## src/rtl/shr_pkg.sv

```systemverilog
// Shared types, constants and helpers for the selection highlight rectangle block.
package shr_pkg;

  // Coordinates are signed and wide enough for row deltas times the line height.
  localparam int CW     = 28;
  localparam int OUTW   = 32;
  localparam int NRECT  = 3;
  localparam int NW     = 2;
  localparam int CIDXW  = 3;
  localparam int CDATAW = 15;

  typedef logic signed [CW-1:0] coord_t;

  typedef enum logic [CIDXW-1:0] {
    CFG_VIEW_LEFT   = 3'd0,
    CFG_VIEW_WIDTH  = 3'd1,
    CFG_VIEW_HEIGHT = 3'd2,
    CFG_CONTENT_TOP = 3'd3,
    CFG_CHAR_WIDTH  = 3'd4,
    CFG_LINE_HEIGHT = 3'd5
  } cfg_idx_e;

  typedef struct packed {
    logic [14:0] view_left;
    logic [14:0] view_width;
    logic [14:0] view_height;
    logic [14:0] content_top;
    logic [7:0]  char_width;
    logic [7:0]  line_height;
  } cfg_t;

  typedef struct packed {
    logic [14:0] start_col_px;
    logic [15:0] start_row;
    logic [14:0] end_col_px;
    logic [15:0] end_row;
    logic [14:0] scroll_x;
    logic [15:0] scroll_row;
  } item_t;

  typedef struct packed {
    coord_t lx;
    coord_t ly;
    coord_t x;
    coord_t y;
    coord_t right;
    coord_t bottom;
  } geom_t;

  typedef struct packed {
    coord_t left;
    coord_t top;
    coord_t right;
    coord_t bottom;
  } rect_t;

  typedef struct packed {
    rect_t [NRECT-1:0] rects;
    logic  [NW-1:0]    n;
  } rect_set_t;

  function automatic coord_t smin(input coord_t a, input coord_t b);
    return (a < b) ? a : b;
  endfunction

  function automatic coord_t smax(input coord_t a, input coord_t b);
    return (a > b) ? a : b;
  endfunction

  function automatic rect_t mk_rect(input coord_t l, input coord_t t,
                                    input coord_t r, input coord_t b);
    rect_t rc;
    rc.left   = l;
    rc.top    = t;
    rc.right  = r;
    rc.bottom = b;
    return rc;
  endfunction

endpackage

```

## src/rtl/shr_geom.sv

```systemverilog
// First stage: maps selection endpoints into view coordinates and registers them.
module shr_geom (
  input  logic           clk_i,
  input  logic           en_i,
  input  shr_pkg::item_t item_i,
  input  shr_pkg::cfg_t  cfg_i,
  output shr_pkg::geom_t geom_o
);
  import shr_pkg::*;

  logic signed [16:0] drow_s;
  logic signed [16:0] drow_e;
  logic signed [8:0]  vu_s;
  logic signed [25:0] prod_s;
  logic signed [25:0] prod_e;
  coord_t             prod_s_x;
  coord_t             prod_e_x;
  coord_t             vl;
  coord_t             ct;
  coord_t             sx;
  geom_t              geom_d;
  geom_t              geom_q;

  always_comb begin
    vl     = coord_t'(cfg_i.view_left);
    ct     = coord_t'(cfg_i.content_top);
    sx     = coord_t'(item_i.scroll_x);
    vu_s   = $signed({1'b0, cfg_i.line_height});
    drow_s = $signed({1'b0, item_i.start_row}) - $signed({1'b0, item_i.scroll_row});
    drow_e = $signed({1'b0, item_i.end_row}) - $signed({1'b0, item_i.scroll_row});
    prod_s = 26'(drow_s) * 26'(vu_s);
    prod_e = 26'(drow_e) * 26'(vu_s);
    prod_s_x = coord_t'(prod_s);
    prod_e_x = coord_t'(prod_e);

    geom_d.lx     = vl + coord_t'(item_i.start_col_px) - sx;
    geom_d.x      = vl + coord_t'(item_i.end_col_px) - sx;
    geom_d.ly     = ct + prod_s_x;
    geom_d.y      = ct + prod_e_x;
    geom_d.right  = vl + coord_t'(cfg_i.view_width) - coord_t'(1);
    geom_d.bottom = ct + coord_t'(cfg_i.view_height) - coord_t'(1);
  end

  always_ff @(posedge clk_i) begin
    if (en_i) begin
      geom_q <= geom_d;
    end
  end

  assign geom_o = geom_q;

endmodule

```

## src/rtl/shr_rects.sv

```systemverilog
// Second stage logic: builds the ordered list of clipped highlight rectangles.
module shr_rects (
  input  shr_pkg::geom_t     geom_i,
  input  shr_pkg::cfg_t      cfg_i,
  output shr_pkg::rect_set_t set_o
);
  import shr_pkg::*;

  coord_t lx, ly, x, y, right, bottom;
  coord_t vl, ct, hu, vu, one;
  coord_t h, ty, by, tx, bx, ty2, by2, bxa;
  rect_set_t set;
  logic [NW-1:0] idx;

  always_comb begin
    lx     = geom_i.lx;
    ly     = geom_i.ly;
    x      = geom_i.x;
    y      = geom_i.y;
    right  = geom_i.right;
    bottom = geom_i.bottom;
    vl     = coord_t'(cfg_i.view_left);
    ct     = coord_t'(cfg_i.content_top);
    hu     = coord_t'(cfg_i.char_width);
    vu     = coord_t'(cfg_i.line_height);
    one    = coord_t'(1);

    h   = (y > ly) ? (y - ly) : (ly - y);
    ty  = smin(ly, y);
    by  = smax(ly, y);
    tx  = (x <= lx) ? x : lx;
    bx  = (x <= lx) ? (lx + hu - one) : (x - one);
    ty2 = smax(ty, ct - vu);
    by2 = smin(by, bottom);
    bxa = smin(lx + hu - one, right);

    set.rects = '0;
    idx       = '0;

    if (h <= one) begin
      set.rects[idx] = mk_rect(smax(tx, vl), y, smin(bx, right), y + vu - one);
      idx = idx + 1'b1;
    end else if (by >= ct && ty <= bottom) begin
      // The middle band spans the full view width between the end lines.
      if (h > vu) begin
        set.rects[idx] = mk_rect(vl, ty2 + vu, right, by2 - one);
        idx = idx + 1'b1;
      end
      if (y < ly) begin
        if (y >= ct) begin
          set.rects[idx] = mk_rect(smax(x, vl), y, right, y + vu - one);
          idx = idx + 1'b1;
        end
        set.rects[idx] = mk_rect(vl, ly, bxa, ly + vu - one);
        idx = idx + 1'b1;
      end else begin
        set.rects[idx] = mk_rect(smax(lx, vl), ly, right, ly + vu - one);
        idx = idx + 1'b1;
        if (y + vu - one < bottom) begin
          set.rects[idx] = mk_rect(vl, y, smin(x - one, right), y + vu - one);
          idx = idx + 1'b1;
        end
      end
    end
    set.n = idx;
  end

  assign set_o = set;

endmodule

```

## src/rtl/shr_outq.sv

```systemverilog
// Result buffer: holds up to three rectangles and presents one per cycle.
module shr_outq (
  input  logic               clk_i,
  input  logic               rst_ni,
  input  logic               load_i,
  input  shr_pkg::rect_set_t set_i,
  output logic               free_o,
  output logic               valid_o,
  output shr_pkg::rect_t     rect_o,
  output logic               last_o
);
  import shr_pkg::*;

  rect_t [NRECT-1:0] buf_q;
  rect_t [NRECT-1:0] buf_d;
  logic  [NW-1:0]    cnt_q;
  logic  [NW-1:0]    cnt_d;

  // The head entry is presented every cycle the buffer is not empty, so it
  // leaves at the next edge; a new set may load while the final entry leaves.
  always_comb begin
    free_o = (cnt_q <= NW'(1));
    buf_d  = buf_q;
    cnt_d  = cnt_q;
    if (load_i) begin
      buf_d = set_i.rects;
      cnt_d = set_i.n;
    end else if (cnt_q != '0) begin
      buf_d[0] = buf_q[1];
      buf_d[1] = buf_q[2];
      cnt_d    = cnt_q - 1'b1;
    end
  end

  always_ff @(posedge clk_i or negedge rst_ni) begin
    if (!rst_ni) begin
      cnt_q <= '0;
    end else begin
      cnt_q <= cnt_d;
    end
  end

  always_ff @(posedge clk_i) begin
    buf_q <= buf_d;
  end

  assign valid_o = (cnt_q != '0);
  assign rect_o  = buf_q[0];
  assign last_o  = (cnt_q == NW'(1));

  a_cnt_range: assert property (@(posedge clk_i) disable iff (!rst_ni)
    cnt_q <= NW'(NRECT))
    else $error("result buffer count out of range");

  a_load_free: assert property (@(posedge clk_i) disable iff (!rst_ni)
    load_i |-> cnt_q <= NW'(1))
    else $error("result buffer loaded while earlier results still pending");

  a_load_count: assert property (@(posedge clk_i) disable iff (!rst_ni)
    load_i |=> cnt_q == $past(set_i.n))
    else $error("result buffer count does not match loaded set");

endmodule

```

## src/rtl/selection_highlight_rects.sv

```systemverilog
// Top level: configuration registers, input register and stage control.
// A selection passes the input register, geometry register and rectangle buffer.
// A selection yields up to three rectangles; later ones can enter as they drain.
// The rectangle buffer reloads in the cycle its final entry goes out.
// Results cannot be stalled; busy rises only while the buffer is draining.
// Reset clears all valid flags; char width and line height become 8, the rest 0.
module selection_highlight_rects (
  input  logic                        clk_i,
  input  logic                        rst_ni,
  input  logic                        start,
  output logic                        busy,
  input  logic [14:0]                 start_col_px_i,
  input  logic [15:0]                 start_row_i,
  input  logic [14:0]                 end_col_px_i,
  input  logic [15:0]                 end_row_i,
  input  logic [14:0]                 scroll_x_i,
  input  logic [15:0]                 scroll_row_i,
  input  logic                        cfg_valid_i,
  output logic                        cfg_ready_o,
  input  logic [shr_pkg::CIDXW-1:0]   cfg_index_i,
  input  logic [shr_pkg::CDATAW-1:0]  cfg_data_i,
  output logic                        valid_o,
  output logic signed [31:0]          rect_left_o,
  output logic signed [31:0]          rect_top_o,
  output logic signed [31:0]          rect_right_o,
  output logic signed [31:0]          rect_bottom_o,
  output logic                        last_rect_o
);
  import shr_pkg::*;

  cfg_t      cfg_q;
  cfg_t      cfg_d;
  item_t     item_q;
  logic      s0_vld_q, s0_vld_d;
  logic      s1_vld_q, s1_vld_d;
  logic      s0_adv, s1_adv;
  logic      accept;
  logic      buf_free;
  logic      load;
  geom_t     geom;
  rect_set_t set;
  rect_t     rect;

  assign cfg_ready_o = 1'b1;

  always_comb begin
    cfg_d = cfg_q;
    if (cfg_valid_i) begin
      case (cfg_index_i)
        CFG_VIEW_LEFT:   cfg_d.view_left   = cfg_data_i;
        CFG_VIEW_WIDTH:  cfg_d.view_width  = cfg_data_i;
        CFG_VIEW_HEIGHT: cfg_d.view_height = cfg_data_i;
        CFG_CONTENT_TOP: cfg_d.content_top = cfg_data_i;
        CFG_CHAR_WIDTH:  cfg_d.char_width  = cfg_data_i[7:0];
        CFG_LINE_HEIGHT: cfg_d.line_height = cfg_data_i[7:0];
        default:         cfg_d = cfg_q;
      endcase
    end
  end

  always_ff @(posedge clk_i or negedge rst_ni) begin
    if (!rst_ni) begin
      cfg_q.view_left   <= '0;
      cfg_q.view_width  <= '0;
      cfg_q.view_height <= '0;
      cfg_q.content_top <= '0;
      cfg_q.char_width  <= 8'd8;
      cfg_q.line_height <= 8'd8;
    end else begin
      cfg_q <= cfg_d;
    end
  end

  // Each stage moves on when the one after it is empty or moving on too.
  assign s1_adv   = !s1_vld_q || buf_free;
  assign s0_adv   = !s0_vld_q || s1_adv;
  assign busy     = !s0_adv;
  assign accept   = start && !busy;
  assign load     = s1_vld_q && buf_free;
  assign s0_vld_d = accept || (s0_vld_q && !s1_adv);
  assign s1_vld_d = s1_adv ? s0_vld_q : s1_vld_q;

  always_ff @(posedge clk_i or negedge rst_ni) begin
    if (!rst_ni) begin
      s0_vld_q <= 1'b0;
      s1_vld_q <= 1'b0;
    end else begin
      s0_vld_q <= s0_vld_d;
      s1_vld_q <= s1_vld_d;
    end
  end

  always_ff @(posedge clk_i) begin
    if (accept) begin
      item_q.start_col_px <= start_col_px_i;
      item_q.start_row    <= start_row_i;
      item_q.end_col_px   <= end_col_px_i;
      item_q.end_row      <= end_row_i;
      item_q.scroll_x     <= scroll_x_i;
      item_q.scroll_row   <= scroll_row_i;
    end
  end

  shr_geom u_geom (
    .clk_i  (clk_i),
    .en_i   (s1_adv && s0_vld_q),
    .item_i (item_q),
    .cfg_i  (cfg_q),
    .geom_o (geom)
  );

  shr_rects u_rects (
    .geom_i (geom),
    .cfg_i  (cfg_q),
    .set_o  (set)
  );

  shr_outq u_outq (
    .clk_i   (clk_i),
    .rst_ni  (rst_ni),
    .load_i  (load),
    .set_i   (set),
    .free_o  (buf_free),
    .valid_o (valid_o),
    .rect_o  (rect),
    .last_o  (last_rect_o)
  );

  assign rect_left_o   = {{(OUTW-CW){rect.left[CW-1]}},   rect.left};
  assign rect_top_o    = {{(OUTW-CW){rect.top[CW-1]}},    rect.top};
  assign rect_right_o  = {{(OUTW-CW){rect.right[CW-1]}},  rect.right};
  assign rect_bottom_o = {{(OUTW-CW){rect.bottom[CW-1]}}, rect.bottom};

  a_s1_hold: assert property (@(posedge clk_i) disable iff (!rst_ni)
    (s1_vld_q && !buf_free) |=> s1_vld_q)
    else $error("geometry stage dropped an item while the buffer was full");

  a_busy_full: assert property (@(posedge clk_i) disable iff (!rst_ni)
    busy |-> (s0_vld_q && s1_vld_q))
    else $error("busy raised while a stage was empty");

  a_accept_held: assert property (@(posedge clk_i) disable iff (!rst_ni)
    accept |=> s0_vld_q)
    else $error("accepted selection not held in the input stage");

endmodule
```

## config.mk

```make
export PLATFORM = sky130hd
export DESIGN_NAME = selection_highlight_rects
export DESIGN_NICKNAME = d
export VERILOG_FILES = /design/src/rtl/shr_pkg.sv /design/src/rtl/shr_geom.sv /design/src/rtl/shr_rects.sv /design/src/rtl/shr_outq.sv /design/src/rtl/selection_highlight_rects.sv
export SDC_FILE = /design/constraint.sdc
export NUM_CORES = 2
export LEC_CHECK = 0
export BUFFER_PORTS_ARGS = -buffer_cell sky130_fd_sc_hd__buf_2
export CAP_MARGIN = 40
export CORE_ASPECT_RATIO = 0.5
export CORE_UTILIZATION = 45
export DETAILED_ROUTE_END_ITERATION = 16
export GPL_ROUTABILITY_DRIVEN = 0
export PLACE_DENSITY_LB_ADDON = 0.3
export SETUP_SLACK_MARGIN = 0.15
export SYNTH_ARGS = -nofsm -noshare
export SYNTH_HDL_FRONTEND = slang
export SYNTH_HIERARCHICAL = 1
export SYNTH_SLANG_ARGS = --single-unit
```

## constraint.sdc

```tcl
create_clock -name clk_i -period 9.3 [get_ports clk_i]
set_input_delay 1.86 -clock clk_i [delete_from_list [all_inputs] [get_ports clk_i]]
set_output_delay 1.86 -clock clk_i [all_outputs]
set_load 0.005 [all_outputs]
```

; ---- Yosys cells after proc, flatten, opt, wreduce, memory -nomap -nowiden
; Cells that the tools add are included.
[totals]
ff_bits = 677
in_bits = 115
output_inout_bits = 132
wordCells = 171
[op_classes]
n_addsub = 28
multipliers = 2
n_lt_le_gt_ge = 26
eq_ne = 6
n_mux = 50
bitwise = 1
reduce_logical = 25
[op_table]
columns = op, count
row1 = $mux W336, 6
row2 = $bwmux W336, 4
row3 = $mux W112, 7
row4 = $demux W112 S2, 3
row5 = $mux W224, 3
row6 = $mux W28, 13
row7 = $lt A28 B28 Y1, 7
row8 = $sub A28 B2 Y28 const B, 7
row9 = $add A28 B9 Y28, 4
row10 = $mux W99, 1
row11 = $gt A28 B16 Y1, 3
row12 = $gt A28 B28 Y1, 3
row13 = $add A15 B15 Y16, 4
row14 = $ge A28 B16 Y1, 2
row15 = $le A28 B28 Y1, 2
row16 = $sub A28 B16 Y28, 2
row17 = $sub A28 B28 Y28, 2
row18 = $add A16 B26 Y27, 2
row19 = $mul A17 B9 Y26, 2
row20 = $sub A16 B16 Y17, 2
row21 = $gt A28 B9 Y1, 1
row22 = $le A28 B2 Y1 const B, 1
row23 = $mux W2, 12
row24 = $sub A15 B8 Y16, 1
row25 = other kinds (18), 44

; ---- Depth between registers and ports, before layout
[depth]
word_depth = 20
depth_mapped = 49
ltp_nobuf = 38

; ---- By module
; The synthesis kept the hierarchy.
[modules_own_cells]
columns = mod, n_inst, cells_per_inst, area_per_inst_um2, seq_area_each_um2
row1 = shr_rects, 1, 4309, 28632.5, 0.0
row2 = shr_geom, 1, 2232, 21339.2, 4264.1
row3 = shr_outq, 1, 713, 13864.5, 10139.7
row4 = selection_highlight_rects, 1, 287, 6020.8, 4747.1

; ---- Worst setup path after synthesis
; No wires, ideal clock.
[synth_path]
path_type = reg-to-reg
from = register u_outq.cnt_q[1]
to = register u_outq/buf_q[112] (netlist bit) (enable)
setup_ns = 0.624
t_arrival_ns = 9.440
t_required_ns = 8.676
slack_ns = -0.764
path_stages_with_launch = 8
path_buffers = 2
synth_period_minus_slack_ns = 10.064
path_cell_list = dfrtp_1 inv_1 ha_1 nand2b_1 and2_1 buf_4 buf_6 nand2b_1
[synth_between]
elab_chain_len = 3
elab_cells_between_ends = 4
classes_between = order compare: 1 / reduce/logical: 3
[synth_lines]
columns = element, line_no
row1 = start: declaration, shr_outq.sv:16  ; logic [NW-1:0] cnt_q;
row2 = start signal: assignment, shr_outq.sv:39  ; cnt_q <= cnt_d;
row3 = $le A2 B1 Y1, shr_outq.sv:22  ; free_o = (cnt_q <= NW'(1));
row4 = named net buf_free, selection_highlight_rects.sv:38  ; logic buf_free;
row5 = $logic_and A1 B1 Y1, selection_highlight_rects.sv:79  ; assign load = s1_vld_q && buf_free;
row6 = named net load, selection_highlight_rects.sv:39  ; logic load;
row7 = $reduce_bool A2 Y1 (no source line), -
row8 = end signal: assignment, shr_outq.sv:44  ; buf_q <= buf_d;
row9 = end: declaration, shr_outq.sv:14  ; rect_t [NRECT-1:0] buf_q;
; The timed path passes the listed nets, and every way through them passes these cells.
; A chain may end at the register's enable or synchronous reset.

==> out/qor.yml <==
ys_async_sr_fraction: 0.123
endpoint_kind: "flip-flop"
clk_latency_ps: 680
vias: 59621
grt_antenna_before_repair: 7
path_clk_slew_ps: 70
yosysSeqAreaShare: 0.274
ys_warn_count: 6
syn_avg_cell_area_um2: 9.26
overflow: 0
outcome: "complete, but fails checks"
initial_core_util: 0.457
arrival_ps: 9060
grt_pass1_wl_um: 349000
fillers: 14462
register_area_um2: 19200
synth_cell_types: 118
core-area_um2: 153000
maxSlewViolCount: 0
synth-edff-count: 571
root_buffer: "clkbuf_16"
drtIter0Drc: 7172
critPathTopFamily: "compound AO/OA/AOI/OAI gates"
crit_type: "reg2reg"
grtUsageTotal: 0.291
ios: 247
htree_num_levels: 3
final.min_clock_period_ps: 8650
timing.final.hold_violations: 0
clock-sinks: 651
num_rows: 101
synth_area_um2: 69900
cts_made_buffers: 70
cp.buffers_inverters: 3
yosysTopAreaCellShare: 0.245
setup_viol: 0
clock.fmax_mhz: 116
synthTopCellsByArea: "edfxtp_1 25%, ha_1 14%, fa_1 7.7%, mux2_2 5.2%, inv_1 4.2%"
ys.flop_type: "edfxtp_1"
worst_slew_pin_slew_ps: 1000
wl_per_cell_um: 24.3
synth_largest_area_cell: "edfxtp_1"
drv_cap: 0
dr.pass1.iters: 14
nNetsFinal: 8718
critPathMaxFanout: 9
syn_inst: 7541
required_ps: 9710
dpl_worst_slack_ps: 554
fin_setup_tns_ps: 0
max_stage_delay_ps: 690
dp_hpwl_um: 179000
reg2reg_slack_ps: 650
wl_um: 235000
grt_setup_unrepaired: "no"
portBuffers: 245
routed_via_density: 6.16
drive_gt1_frac: 0.137
setup_slack_ps: 646
multi_input_area_um2: 45000
min_path_type: "reg2reg"
drc: 14
num_antenna_cells: 0
violations: "DRC"
cts_tree: "yes"
syn2layout_area_growth_pct: 7.42
post-route-period-util: 0.931
finalClockSkew_ps: 46.0
cpMaxStageDelayCell: "o21ai_0"
grt_max_degree: 149
ys_ff_latch: 651
slew_headroom: 0.328
dieArea_um2: 157000
die_w_um: 559
ant_nets: 0
start_kind: "flip-flop"
die_h_um: 281
first_global_vias: 55821
clock_path_buffers: 3
==> layer usage <==
layer / wire length [um] / track usage
met1: 99700 / 0.405
met3: 26000 / 0.0634
met2: 99900 / 0.442
met5: 46 / 0
met4: 9640 / 0.104
==> synthesized netlist by cell type (all sizes together), types with 113 or more instances <==
library cell	count
a211oi	120
a21o	147
a21oi	444
and2	155
buf	319
clkbuf	210
edfxtp	571
fa	270
ha	766
inv	782
mux2	341
mux2i	113
nand2	461
nand3	138
nor2	469
nor3	263
o21ai	320
xnor2	220
xor2	121
==> metrics by stage <==
| stage | util | instances | cell area, um2 | hold slack (ps) |
|---|---|---|---|---|
| 2_1_floorplan | - | 7553 | 69900 | 449 |
| 3_3_place_gp | 0.474 | 9533 | 72500 | 488 |
| 3_5_place_dp | 0.475 | 9547 | 72700 | 492 |
| 4_1_cts | 0.490 | 9670 | 75000 | 511 |
| 5_1_grt | 0.491 | 9678 | 75000 | 521 |
| 6_report | 0.491 | 9678 | 75000 | 504 |
==> timing repair <==
item,4_1_cts,5_1_grt
gates resized for setup,0,6
endpoints found under the setup margin,0,20
buffers inserted,0,6
hold buffers,0,0
==> sequential cells by signal, indices dropped and copies added, names as in the netlist <==
name	cells
u_geom/geom_o	142
u_outq/buf_q	224
cfg_q	76
u_outq/cnt_q	2
s0_vld_q	1
item_q	93
s1_vld_q	1
u_outq/rect_o	112
==> cell type report <==
class	count	share of cell area
clock buffers	80	0.0242
clock inverters	43	0.00637
inverters	786	0.0393
multi-input cells	5589	0.599
flip-flops and latches	651	0.255
well taps	2060	0.0343
repair buffers	469	0.0412
==> layout by cell type (no fill, tap or decap), types with 78 or more instances in the layout <==
cell and n:
nor2_1 457, and2_1 150, a211oi_1 116, edfxtp_1 571, a21oi_1 440, a21o_1 144, nand2_1 459, ha_1 765
xnor2_1 220, nor2b_1 94, mux2i_1 112, a221oi_1 87, nor3_1 260, buf_2 246, inv_1 779, mux2_2 321
o21a_1 78, xor2_1 120, o21ai_0 287, fa_1 270, buf_4 207, dfrtp_1 78, nand4_1 100, nand3_1 138
==> path summary, 6_finish.rpt <==
path                                             start                          end  cells past startpoint
min                                 s0_vld_q$_DFF_PN0_         s1_vld_q$_DFFE_PN0P_                      1
min in group asynchronous                       rst_ni        cfg_q[13]$_DFFE_PN0P_                      1
max in group asynchronous                       rst_ni         cfg_q[3]$_DFFE_PN1P_                      2
max                        u_geom/geom_o[68]$_DFFE_PP_  u_outq/rect_o[22]$_DFFE_PP_                     28
min reg2reg                         s0_vld_q$_DFF_PN0_         s1_vld_q$_DFFE_PN0P_                      1
max reg2reg                u_geom/geom_o[68]$_DFFE_PP_  u_outq/rect_o[22]$_DFFE_PP_                     28
==> cells by family after synthesis <==
kind of cell               after synthesis  synth area share
AOI/OAI and AO/OA                     1774             0.171
adders and majority gates             1036             0.215
and+or+nand+nor                       1968             0.140
other                                    2          0.000108
xor gates and xnor gates               341            0.0430
muxes                                  454            0.0722
buffers and inverters                 1315            0.0854
DFF                                    651             0.274
Power is left out: the tool's default activity adds up to more than one toggle a clock period on the data nets, which glitch-free logic cannot reach.
